===== src/rtl/srs_pkg.sv =====
package srs_pkg;

  localparam int CAPACITY = 16;
  localparam int ADDR_W   = $clog2(CAPACITY);
  localparam int CNT_W    = $clog2(CAPACITY + 1);

  typedef enum logic {
    KIND_LOAD = 1'b0,
    KIND_SORT = 1'b1
  } kind_t;

  typedef struct packed {
    logic               kind;
    logic signed [15:0] pos_x;
    logic signed [15:0] pos_y;
    logic signed [15:0] pos_z;
    logic signed [15:0] radius;
  } in_item_t;

  typedef struct packed {
    logic signed [15:0] out_x;
    logic signed [15:0] out_y;
    logic signed [15:0] out_z;
    logic        [14:0] out_radius;
    logic               last;
  } out_item_t;

  // one stored sphere record
  typedef struct packed {
    logic signed [15:0] x;
    logic signed [15:0] y;
    logic signed [15:0] z;
    logic        [14:0] r;
  } rec_t;

endpackage


===== src/rtl/sphere_radius_sorter.sv =====
// Load beat: taken in S_IDLE without leaving it, busy stays low, so loads can arrive every cycle.
// Sort beat: insertion sort over the record RAM through one compare unit and one
// RAM port, each record from the second on fetched (S_NEXT, S_HOLD) and moved down
// (S_CMP, S_PLACE); then n records stream out (none if empty), one result per cycle.
// Reset (rst_n low, synchronous) empties the store; the RAM contents are not cleared.
// Results are strobed for one cycle each, the last one flagged; no receiver stall.
module sphere_radius_sorter (
  input  logic                clk,
  input  logic                rst_n,
  input  logic                start,
  output logic                busy,
  input  srs_pkg::in_item_t   in_item,
  output logic                out_strobe,
  output srs_pkg::out_item_t  out_item
);
  import srs_pkg::*;

  typedef enum logic [2:0] {
    S_IDLE,
    S_NEXT,
    S_HOLD,
    S_CMP,
    S_PLACE,
    S_EMIT,
    S_DRAIN
  } state_t;

  state_t            state_r, state_nxt;
  logic [CNT_W-1:0]  count_r, count_nxt;
  logic [CNT_W-1:0]  i_r, i_nxt;
  logic [ADDR_W-1:0] k_r, k_nxt;
  logic [ADDR_W-1:0] e_r, e_nxt;
  rec_t              hold_r, hold_nxt;
  logic              pend_r, pend_nxt;
  logic              pend_last_r, pend_last_nxt;
  logic              out_strobe_r;
  out_item_t         out_item_r;

  // record RAM, one write and one registered read per cycle
  rec_t              mem [CAPACITY];
  rec_t              rd_data_r;
  logic [ADDR_W-1:0] rd_addr;
  logic              wr_en;
  logic [ADDR_W-1:0] wr_addr;
  rec_t              wr_data;

  logic              accept;
  logic              rad_pos;
  logic              prev_ge;

  assign accept  = start && !busy;
  assign rad_pos = !in_item.radius[15] && (in_item.radius != 16'sd0);
  // shared compare: previous record moves up when its radius is not smaller
  assign prev_ge = rd_data_r.r >= hold_r.r;

  always_comb begin
    state_nxt     = state_r;
    count_nxt     = count_r;
    i_nxt         = i_r;
    k_nxt         = k_r;
    e_nxt         = e_r;
    hold_nxt      = hold_r;
    pend_nxt      = 1'b0;
    pend_last_nxt = 1'b0;
    rd_addr       = e_r;
    wr_en         = 1'b0;
    wr_addr       = k_r;
    wr_data       = hold_r;
    case (state_r)
      S_IDLE: begin
        if (accept) begin
          if (in_item.kind == KIND_LOAD) begin
            // append if the radius is positive and there is room, else drop
            if (rad_pos && (count_r < CNT_W'(CAPACITY))) begin
              wr_en     = 1'b1;
              wr_addr   = count_r[ADDR_W-1:0];
              wr_data.x = in_item.pos_x;
              wr_data.y = in_item.pos_y;
              wr_data.z = in_item.pos_z;
              wr_data.r = in_item.radius[14:0];
              count_nxt = count_r + CNT_W'(1);
            end
          end else begin
            i_nxt     = CNT_W'(1);
            state_nxt = S_NEXT;
          end
        end
      end
      S_NEXT: begin
        // fetch the next record to insert, or move on to streaming
        if (i_r >= count_r) begin
          e_nxt     = '0;
          state_nxt = (count_r == '0) ? S_IDLE : S_EMIT;
        end else begin
          rd_addr   = i_r[ADDR_W-1:0];
          state_nxt = S_HOLD;
        end
      end
      S_HOLD: begin
        hold_nxt  = rd_data_r;
        k_nxt     = i_r[ADDR_W-1:0];
        rd_addr   = i_r[ADDR_W-1:0] - ADDR_W'(1);
        state_nxt = S_CMP;
      end
      S_CMP: begin
        wr_en   = 1'b1;
        wr_addr = k_r;
        if (prev_ge) begin
          // shift the previous record up one slot
          wr_data = rd_data_r;
          k_nxt   = k_r - ADDR_W'(1);
          if (k_r == ADDR_W'(1)) begin
            state_nxt = S_PLACE;
          end else begin
            rd_addr = k_r - ADDR_W'(2);
          end
        end else begin
          wr_data   = hold_r;
          i_nxt     = i_r + CNT_W'(1);
          state_nxt = S_NEXT;
        end
      end
      S_PLACE: begin
        // drop the held record at the bottom
        wr_en     = 1'b1;
        wr_addr   = k_r;
        wr_data   = hold_r;
        i_nxt     = i_r + CNT_W'(1);
        state_nxt = S_NEXT;
      end
      S_EMIT: begin
        rd_addr       = e_r;
        pend_nxt      = 1'b1;
        pend_last_nxt = (CNT_W'(e_r) + CNT_W'(1)) == count_r;
        e_nxt         = e_r + ADDR_W'(1);
        if (pend_last_nxt) begin
          state_nxt = S_DRAIN;
        end
      end
      S_DRAIN: begin
        state_nxt = S_IDLE;
      end
      default: begin
        state_nxt = S_IDLE;
      end
    endcase
  end

  // RAM port
  always_ff @(posedge clk) begin
    if (wr_en) begin
      mem[wr_addr] <= wr_data;
    end
    rd_data_r <= mem[rd_addr];
  end

  // sequencer state and registered outputs
  always_ff @(posedge clk) begin
    if (!rst_n) begin
      state_r      <= S_IDLE;
      count_r      <= '0;
      pend_r       <= 1'b0;
      out_strobe_r <= 1'b0;
    end else begin
      state_r      <= state_nxt;
      count_r      <= count_nxt;
      pend_r       <= pend_nxt;
      out_strobe_r <= pend_r;
    end
    i_r                   <= i_nxt;
    k_r                   <= k_nxt;
    e_r                   <= e_nxt;
    hold_r                <= hold_nxt;
    pend_last_r           <= pend_last_nxt;
    out_item_r.out_x      <= rd_data_r.x;
    out_item_r.out_y      <= rd_data_r.y;
    out_item_r.out_z      <= rd_data_r.z;
    out_item_r.out_radius <= rd_data_r.r;
    out_item_r.last       <= pend_last_r;
  end

  assign busy       = state_r != S_IDLE;
  assign out_strobe = out_strobe_r;
  assign out_item   = out_item_r;

  a_count_bound: assert property (@(posedge clk) disable iff (!rst_n)
    count_r <= CNT_W'(CAPACITY))
    else $error("record count above capacity");

  a_cmp_k_nonzero: assert property (@(posedge clk) disable iff (!rst_n)
    (state_r == S_CMP) |-> (k_r != '0))
    else $error("compare step with insert slot at zero");

  a_load_one_cycle: assert property (@(posedge clk) disable iff (!rst_n)
    (accept && in_item.kind == KIND_LOAD) |=> !busy)
    else $error("load beat did not complete in one cycle");

  a_last_ends_run: assert property (@(posedge clk) disable iff (!rst_n)
    (out_strobe && out_item.last) |=> !out_strobe)
    else $error("result after the last record of a run");

  a_ascending: assert property (@(posedge clk) disable iff (!rst_n)
    (out_strobe && !out_item.last) |=>
      (out_strobe && out_item.out_radius >= $past(out_item.out_radius)))
    else $error("run not contiguous or not ascending");

endmodule

===== config.mk =====
export PLATFORM = sky130hd
export DESIGN_NAME = sphere_radius_sorter
export DESIGN_NICKNAME = d
export VERILOG_FILES = /design/src/rtl/srs_pkg.sv /design/src/rtl/sphere_radius_sorter.sv
export SDC_FILE = /design/constraint.sdc
export NUM_CORES = 2
export LEC_CHECK = 0
export ABC_AREA = 1
export BUFFER_PORTS_ARGS = -buffer_cell sky130_fd_sc_hd__buf_4
export CAP_MARGIN = 20
export CORE_MARGIN = 4
export CORE_UTILIZATION = 62
export CTS_BUF_LIST = sky130_fd_sc_hd__clkbuf_16
export DETAILED_ROUTE_END_ITERATION = 10
export HOLD_SLACK_MARGIN = 0.08
export PLACE_DENSITY_LB_ADDON = 0.08
export SYNTH_ARGS = -nofsm -noshare
export SYNTH_HDL_FRONTEND = slang
export SYNTH_SLANG_ARGS = --single-unit

===== constraint.sdc =====
create_clock -name clk -period 6.25 [get_ports clk]
set_clock_uncertainty 0.05 [all_clocks]
set_input_delay 0.3125 -clock clk [delete_from_list [all_inputs] [get_ports clk]]
set_output_delay 0.3125 -clock clk [all_outputs]
set_load 0.02 [all_outputs]

# After elaboration in Yosys (flattened, before gate mapping)
# Memories as Yosys holds them, arrays and structs flattened. A register that Yosys moved wholly into a read port is not among the register bits.
# Cells that the tools add are included.
[totals] ff_bits=151 ramBits=1008 in_bits=68 out_inout_bits=66 wordCells=97 memories=1
[classes] addsub=7 order_cmp=3 n_eq_ne=14 mux=36 bitwise_logic=1 n_reduce_logical=18
[memory_table] memory="mem" words=16 word_bits=63 rd=1 rd_ports_with_merged_regs=1 wr=1 line_no="sphere_radius_sorter.sv:40" rtl="rec_t mem [CAPACITY];"
[op_table] operator="$mux W63" count=4
[op_table] operator="$pmux W63 S2" count=1
[op_table] operator="$mux W4" count=9
[op_table] operator="$mux W3" count=7
[op_table] operator="$pmux W3 S6" count=1
[op_table] operator="$pmux W4 S2" count=2
[op_table] operator="$reduce_bool A16 Y1" count=1
[op_table] operator="$ge A15 B15 Y1" count=1
[op_table] operator="$mux W5" count=3
[op_table] operator="$pmux W5 S3" count=1
[op_table] operator="$ne A2 B2 Y1 const B" count=6
[op_table] operator="$pmux W4 S3" count=1
[op_table] operator="$reduce_and A4 Y1" count=3
[op_table] operator="$add A5 B1 Y5 const B" count=2
[op_table] operator="$sub A4 B1 Y4 const B" count=2
[op_table] operator="$eq A3 B2 Y1 const B" count=2
[op_table] operator="$eq A3 B3 Y1 const B" count=2
[op_table] operator="$mux W1" count=6
[op_table] operator="$reduce_bool A3 Y1" count=2
[op_table] operator="$add A4 B1 Y5 const B" count=1
[op_table] operator="$eq A5 B5 Y1" count=1
[op_table] operator="$ge A5 B5 Y1" count=1
[op_table] operator="$logic_not A5 Y1" count=1
[op_table] operator="$lt A5 B5 Y1 const B" count=1
[op_table] operator="13 further kinds" count=18

# Depth between registers and ports, before layout
[depth] depth_word=9 mapped_depth=21 ltp_nobuf=19

# Worst setup path after synthesis
# No wires, ideal clock.
[synth_path] path_type="flip-flop to flip-flop" from="register state_r[0]" to="memory mem[0][0] in the netlist's numbering, enable pin" setup_ns=0.485 arrival_time_ns=4.414 required_time_ns=5.715 path_slack_ns=1.302 stages_incl_launch_ff=11 n_path_buf=1 period_less_slack_ns=4.948 cell_sequence="dfxtp_1 -> nor2_1 -> inv_1 -> nor2_1 -> inv_1 -> nor4_1 -> nand2_1 -> clkbuf_1 -> o21ai_0 -> nand2_1 -> nor2_1"
[synth_via] elab_chain_len=7 word_cells_on_any_way=13 cone_classes="eq/ne (2); mux (6); reduce/logical (5)"
[synth_lines] element="start, declared" line_no="sphere_radius_sorter.sv:28" rtl="state_t state_r, state_nxt;"
[synth_lines] element="start signal, assigned" line_no="sphere_radius_sorter.sv:165" rtl="state_r <= state_nxt;"
[synth_lines] element="$reduce_bool A3 Y1 *" line_no="sphere_radius_sorter.sv:182" rtl="assign busy = state_r != S_IDLE;"
[synth_lines] element="named net busy" line_no="sphere_radius_sorter.sv:11" rtl="output logic busy,"
[synth_lines] element="$logic_not A1 Y1 *" line_no="sphere_radius_sorter.sv:51" rtl="assign accept = start && !busy;"
[synth_lines] element="$logic_and A1 B1 Y1 *" line_no="sphere_radius_sorter.sv:51"
[synth_lines] element="$mux W1" line_no="sphere_radius_sorter.sv:71" rtl="if (accept) begin"
[synth_lines] element="$pmux W1 S2" line_no="sphere_radius_sorter.sv:69" rtl="case (state_r)"
[synth_lines] element="$mux W1" line_no="sphere_radius_sorter.sv:151" rtl="if (wr_en) begin"
[synth_lines] element="$mux W1 (not written as such)" line_no="sphere_radius_sorter.sv:152" rtl="mem[wr_addr] <= wr_data;"
[synth_lines] element="end, declared" line_no="sphere_radius_sorter.sv:40"
# Mark *: on every way through the listed nets, which the timed path passes. The rest lies on a longest branch.

# Worst setup path after layout
[layout_path] from="register state_r[0]" to="memory mem[7][52] in the netlist's numbering, enable pin"
[layout_via] elab_chain_len=7 word_cells_on_any_way=13 cone_classes="eq/ne (2); mux (6); reduce/logical (5)"
[layout_lines] element="$reduce_bool A3 Y1" line_no="sphere_radius_sorter.sv:182"
[layout_lines] element="$logic_not A1 Y1" line_no="sphere_radius_sorter.sv:51"
[layout_lines] element="$logic_and A1 B1 Y1" line_no="sphere_radius_sorter.sv:51"
[layout_lines] element="$mux W1" line_no="sphere_radius_sorter.sv:71"
[layout_lines] element="$pmux W1 S2" line_no="sphere_radius_sorter.sv:69"
[layout_lines] element="$mux W1" line_no="sphere_radius_sorter.sv:151"
[layout_lines] element="$mux W1 (not written as such)" line_no="sphere_radius_sorter.sv:152"
# Parallel ways exist; a longest one is shown, timed or not.

==> metrics.yaml <==
post_synth.cell_area_avg_um2: 10.76
n_antenna_cell: 0
synth_cell_types: 38
p_seq_share_pct: 50.0
drt_iter0_markers: 3406
ff2ff_path_depth: 12
dp_hpwl_um: 62980
final_common_cell: "nand3_1"
path_clk_slew_ns: 0.06
r2r_start: "state_r[0]"
p_leak_nw: 23.62
core-area_um2: 82110
drv_slew: 0
grt_max_degree: 198
power.share.clock_pct: 36.2
grt_pass1_vias: 32970
cts_max_level: 3
final_nets: 4927
outcome: "finished clean"
dieArea_um2: 87610
peakVddDrop_mv: 0.2383
grt_first_pass_wirelength_um: 192700
reg2reg_to: "mem[7][52]"
fin_crit_sh_pct: 70.03
synth_cells: 4779
placedInstanceArea_um2: 53190
ios: 134
p_sw_mw: 5.065
gp_congestion: 0.8437
mostFrequentLayoutCells: "nand3_1 (1208), nand2_1 (1189), edfxtp_1 (1084)"
setup_tns_ns: 0
rows: 105
clk_latency_ns: 0.69
final_util_pct: 69.49
fin_crit_ns: 4.377
hold_ws_ns: 0.1347
synth_seq_area_share_pct: 68.68
cts_buffer_depth: 3
swShare_pct: 26.57
ys_ff_latch: 1222
hold_viol: 0
initial_core_util_pct: 62.62
critPathArrivalTime_ns: 4.65
fill_cells: 5892
cts_resized: 0
critPathKind: "flip-flop to flip-flop"
maxCapViolations: 0
cts-root-buf: "clkbuf_16"
hold_path_startpoint: "in_item[10]"
dieWidth_um: 296.0
area_delta_synth_final_pct: 10.97
rsz0062_at_grt: "false"
cts_tree: "done"
vias: 34550
die_h_um: 296.0
timing.fmax_mhz: 228.5
start_kind: "flip-flop"
cellPowerDensity_nw_per_um2: 334.0
drcViolationCount: 0
numCtsBuffers: 121
routed_wl_um: 125500
cts_sinks: 1222
syn_nets: 4876
final_area_um2: 57060
reg2reg_slack_ns: 1.87
internal_power_mw: 13.99
worstPathMaxFanout: 22
tightest_slew_ns: 1.271
syn_area_um2: 51420
hold_class: "input port to flip-flop"
critPathCapture: "mem[7][52]"
antenna_found_initial: 0
grt_overflow: 0
combPwrFrac_pct: 13.8
relSlewSlack_pct: 15.28
viasPerCell: 5.751
worstPathRequired_ns: 6.52
port_buffers: 133
crit_path_end_kind: "flip-flop"
dr.pass1.iters: 5
grt_usage_pct: 28.60
ant_nets: 0
wl_per_cell_um: 20.89
synth_warnings: 0
cp-startpoint: "state_r[0]"
setup_viol: 0
drive_gt1_share_pct: 8.102
-- routing by layer --
metal	vias up	routed length [µm]	track usage, %
met3	216	10630	4.074
met1	16620	51140	40.11
met5	-	0	0
li1	16190	-	-
met2	1524	60220	47.16
met4	0	3488	8.964
-- sequential cells by signal (all words and copies together) (netlist names) --
signal	count
out_item	64
state_r	3
k_r	4
count_r	5
rd_data_r	63
e_r	4
mem	1008
pend_last_r	1
hold_r	63
pend_r	1
i_r	5
out_strobe	1
-- layout make-up --
class / count / area (µm²) / area share [%]
Inverter: 650 / 2455 / 4.302
Sequential cell: 1222 / 35310 / 61.89
Timing Repair Buffer: 208 / 1822 / 3.193
Multi-Input combinational cell: 2627 / 12330 / 21.62
Clock inverter: 105 / 666.9 / 1.169
Clock buffer: 125 / 3128 / 5.482
Tap cell: 1070 / 1339 / 2.346
-- cell usage after synthesis --
| library cell | n | area share, % |
|---|---|---|
| nand2_1 | 1189 | 8.7 |
| xor2_1 | 8 | 0.14 |
| xnor2_1 | 1 | 0.017 |
| o22ai_1 | 1 | 0.012 |
| inv_6 | 1 | 0.017 |
| nor3_1 | 2 | 0.019 |
| o21ai_2 | 1 | 0.017 |
| o21ai_0 | 16 | 0.16 |
| clkbuf_1 | 36 | 0.26 |
| a211oi_1 | 2 | 0.029 |
| nand3_4 | 1 | 0.034 |
| a22oi_4 | 1 | 0.041 |
| nor2_4 | 2 | 0.044 |
| dfxtp_1 | 138 | 5.4 |
| a21oi_1 | 20 | 0.19 |
| nor2_2 | 5 | 0.061 |
| o21ai_1 | 3 | 0.029 |
| or2_2 | 1 | 0.012 |
| ha_1 | 29 | 0.71 |
| o31ai_1 | 1 | 0.015 |
| o211ai_1 | 10 | 0.15 |
| nand2_2 | 2 | 0.024 |
| nor2_1 | 43 | 0.31 |
| edfxtp_1 | 1084 | 63 |
| a221oi_1 | 1 | 0.017 |
| o21a_1 | 1 | 0.015 |
| o221ai_1 | 6 | 0.10 |
| nor4_1 | 3 | 0.037 |
| inv_2 | 6 | 0.044 |
| nand4_1 | 5 | 0.061 |
| nand3b_1 | 64 | 0.93 |
| buf_4 | 33 | 0.48 |
| nand3_1 | 1208 | 12 |
| buf_2 | 183 | 1.8 |
| nand2_4 | 1 | 0.022 |
| inv_1 | 643 | 4.7 |
| buf_1 | 14 | 0.10 |
| buf_6 | 14 | 0.31 |
-- worst min path at each step --
stage                  end  slack [ns]  cells after the start
2_1_floorplan  out_item[0]        0.26                      0
3_3_place_gp   out_item[0]        0.26                      0
3_5_place_dp   out_item[0]        0.26                      0
4_1_cts         mem[2][10]        0.13                      3
5_1_grt         mem[2][10]        0.12                      3
6_report        mem[2][10]        0.13                      3
-- metrics by stage --
stage | setup slack, ns | power, mW | cells
6_report | 1.873 | 19.06 | 6007
5_1_grt | 1.630 | 19.78 | 6007
4_1_cts | 1.945 | 19.12 | 6003
3_5_place_dp | 2.011 | 12.32 | 5770
3_3_place_gp | 2.089 | 12.27 | 5767
2_1_floorplan | 1.302 | 11.39 | 4779
-- power groups by stage --
stage | clock [mW] | combinational [mW] | sequential, mW
floorplan | 0 | 1.61 | 9.78
global placement | 0 | 2.58 | 9.70
detailed placement | 0 | 2.62 | 9.70
CTS | 6.95 | 2.63 | 9.53
global route | 7.32 | 2.89 | 9.56
finish | 6.89 | 2.64 | 9.53
-- worst max-delay path: stages (launching register included) --
cell	delay (ns)
dfxtp_1	0.36
nor2_1	0.19
inv_1	0.09
nor2_1	0.20
inv_1	0.12
nor4_1	0.24
nand2_1	0.51
nor2_1	0.28
a21oi_1	0.11
inv_1	0.13
nand3_1	0.30
nor2_4	0.85
buf_4	0.53
-- kinds of logic (layout without fill, tap and decap cells) --
| logic type | Yosys count | in the layout | share of synthesized area (%) |
|---|---|---|---|
| buf+inv | 930 | 1088 | 7.689 |
| fa+ha+maj | 29 | 29 | 0.7057 |
| compound gates | 63 | 63 | 0.7738 |
| simple gates | 2526 | 2526 | 22.00 |
| flops | 1222 | 1222 | 68.68 |
| xor+xnor | 9 | 9 | 0.1533 |
-- what timing repair did --
action | 4_1_cts | 5_1_grt
buffers inserted | 0 | 0
endpoints found under the hold margin | 16 | 1
endpoints found under the setup margin | 0 | 0
hold buffers | 3 | 1
Power figures use the tool's default switching activity.
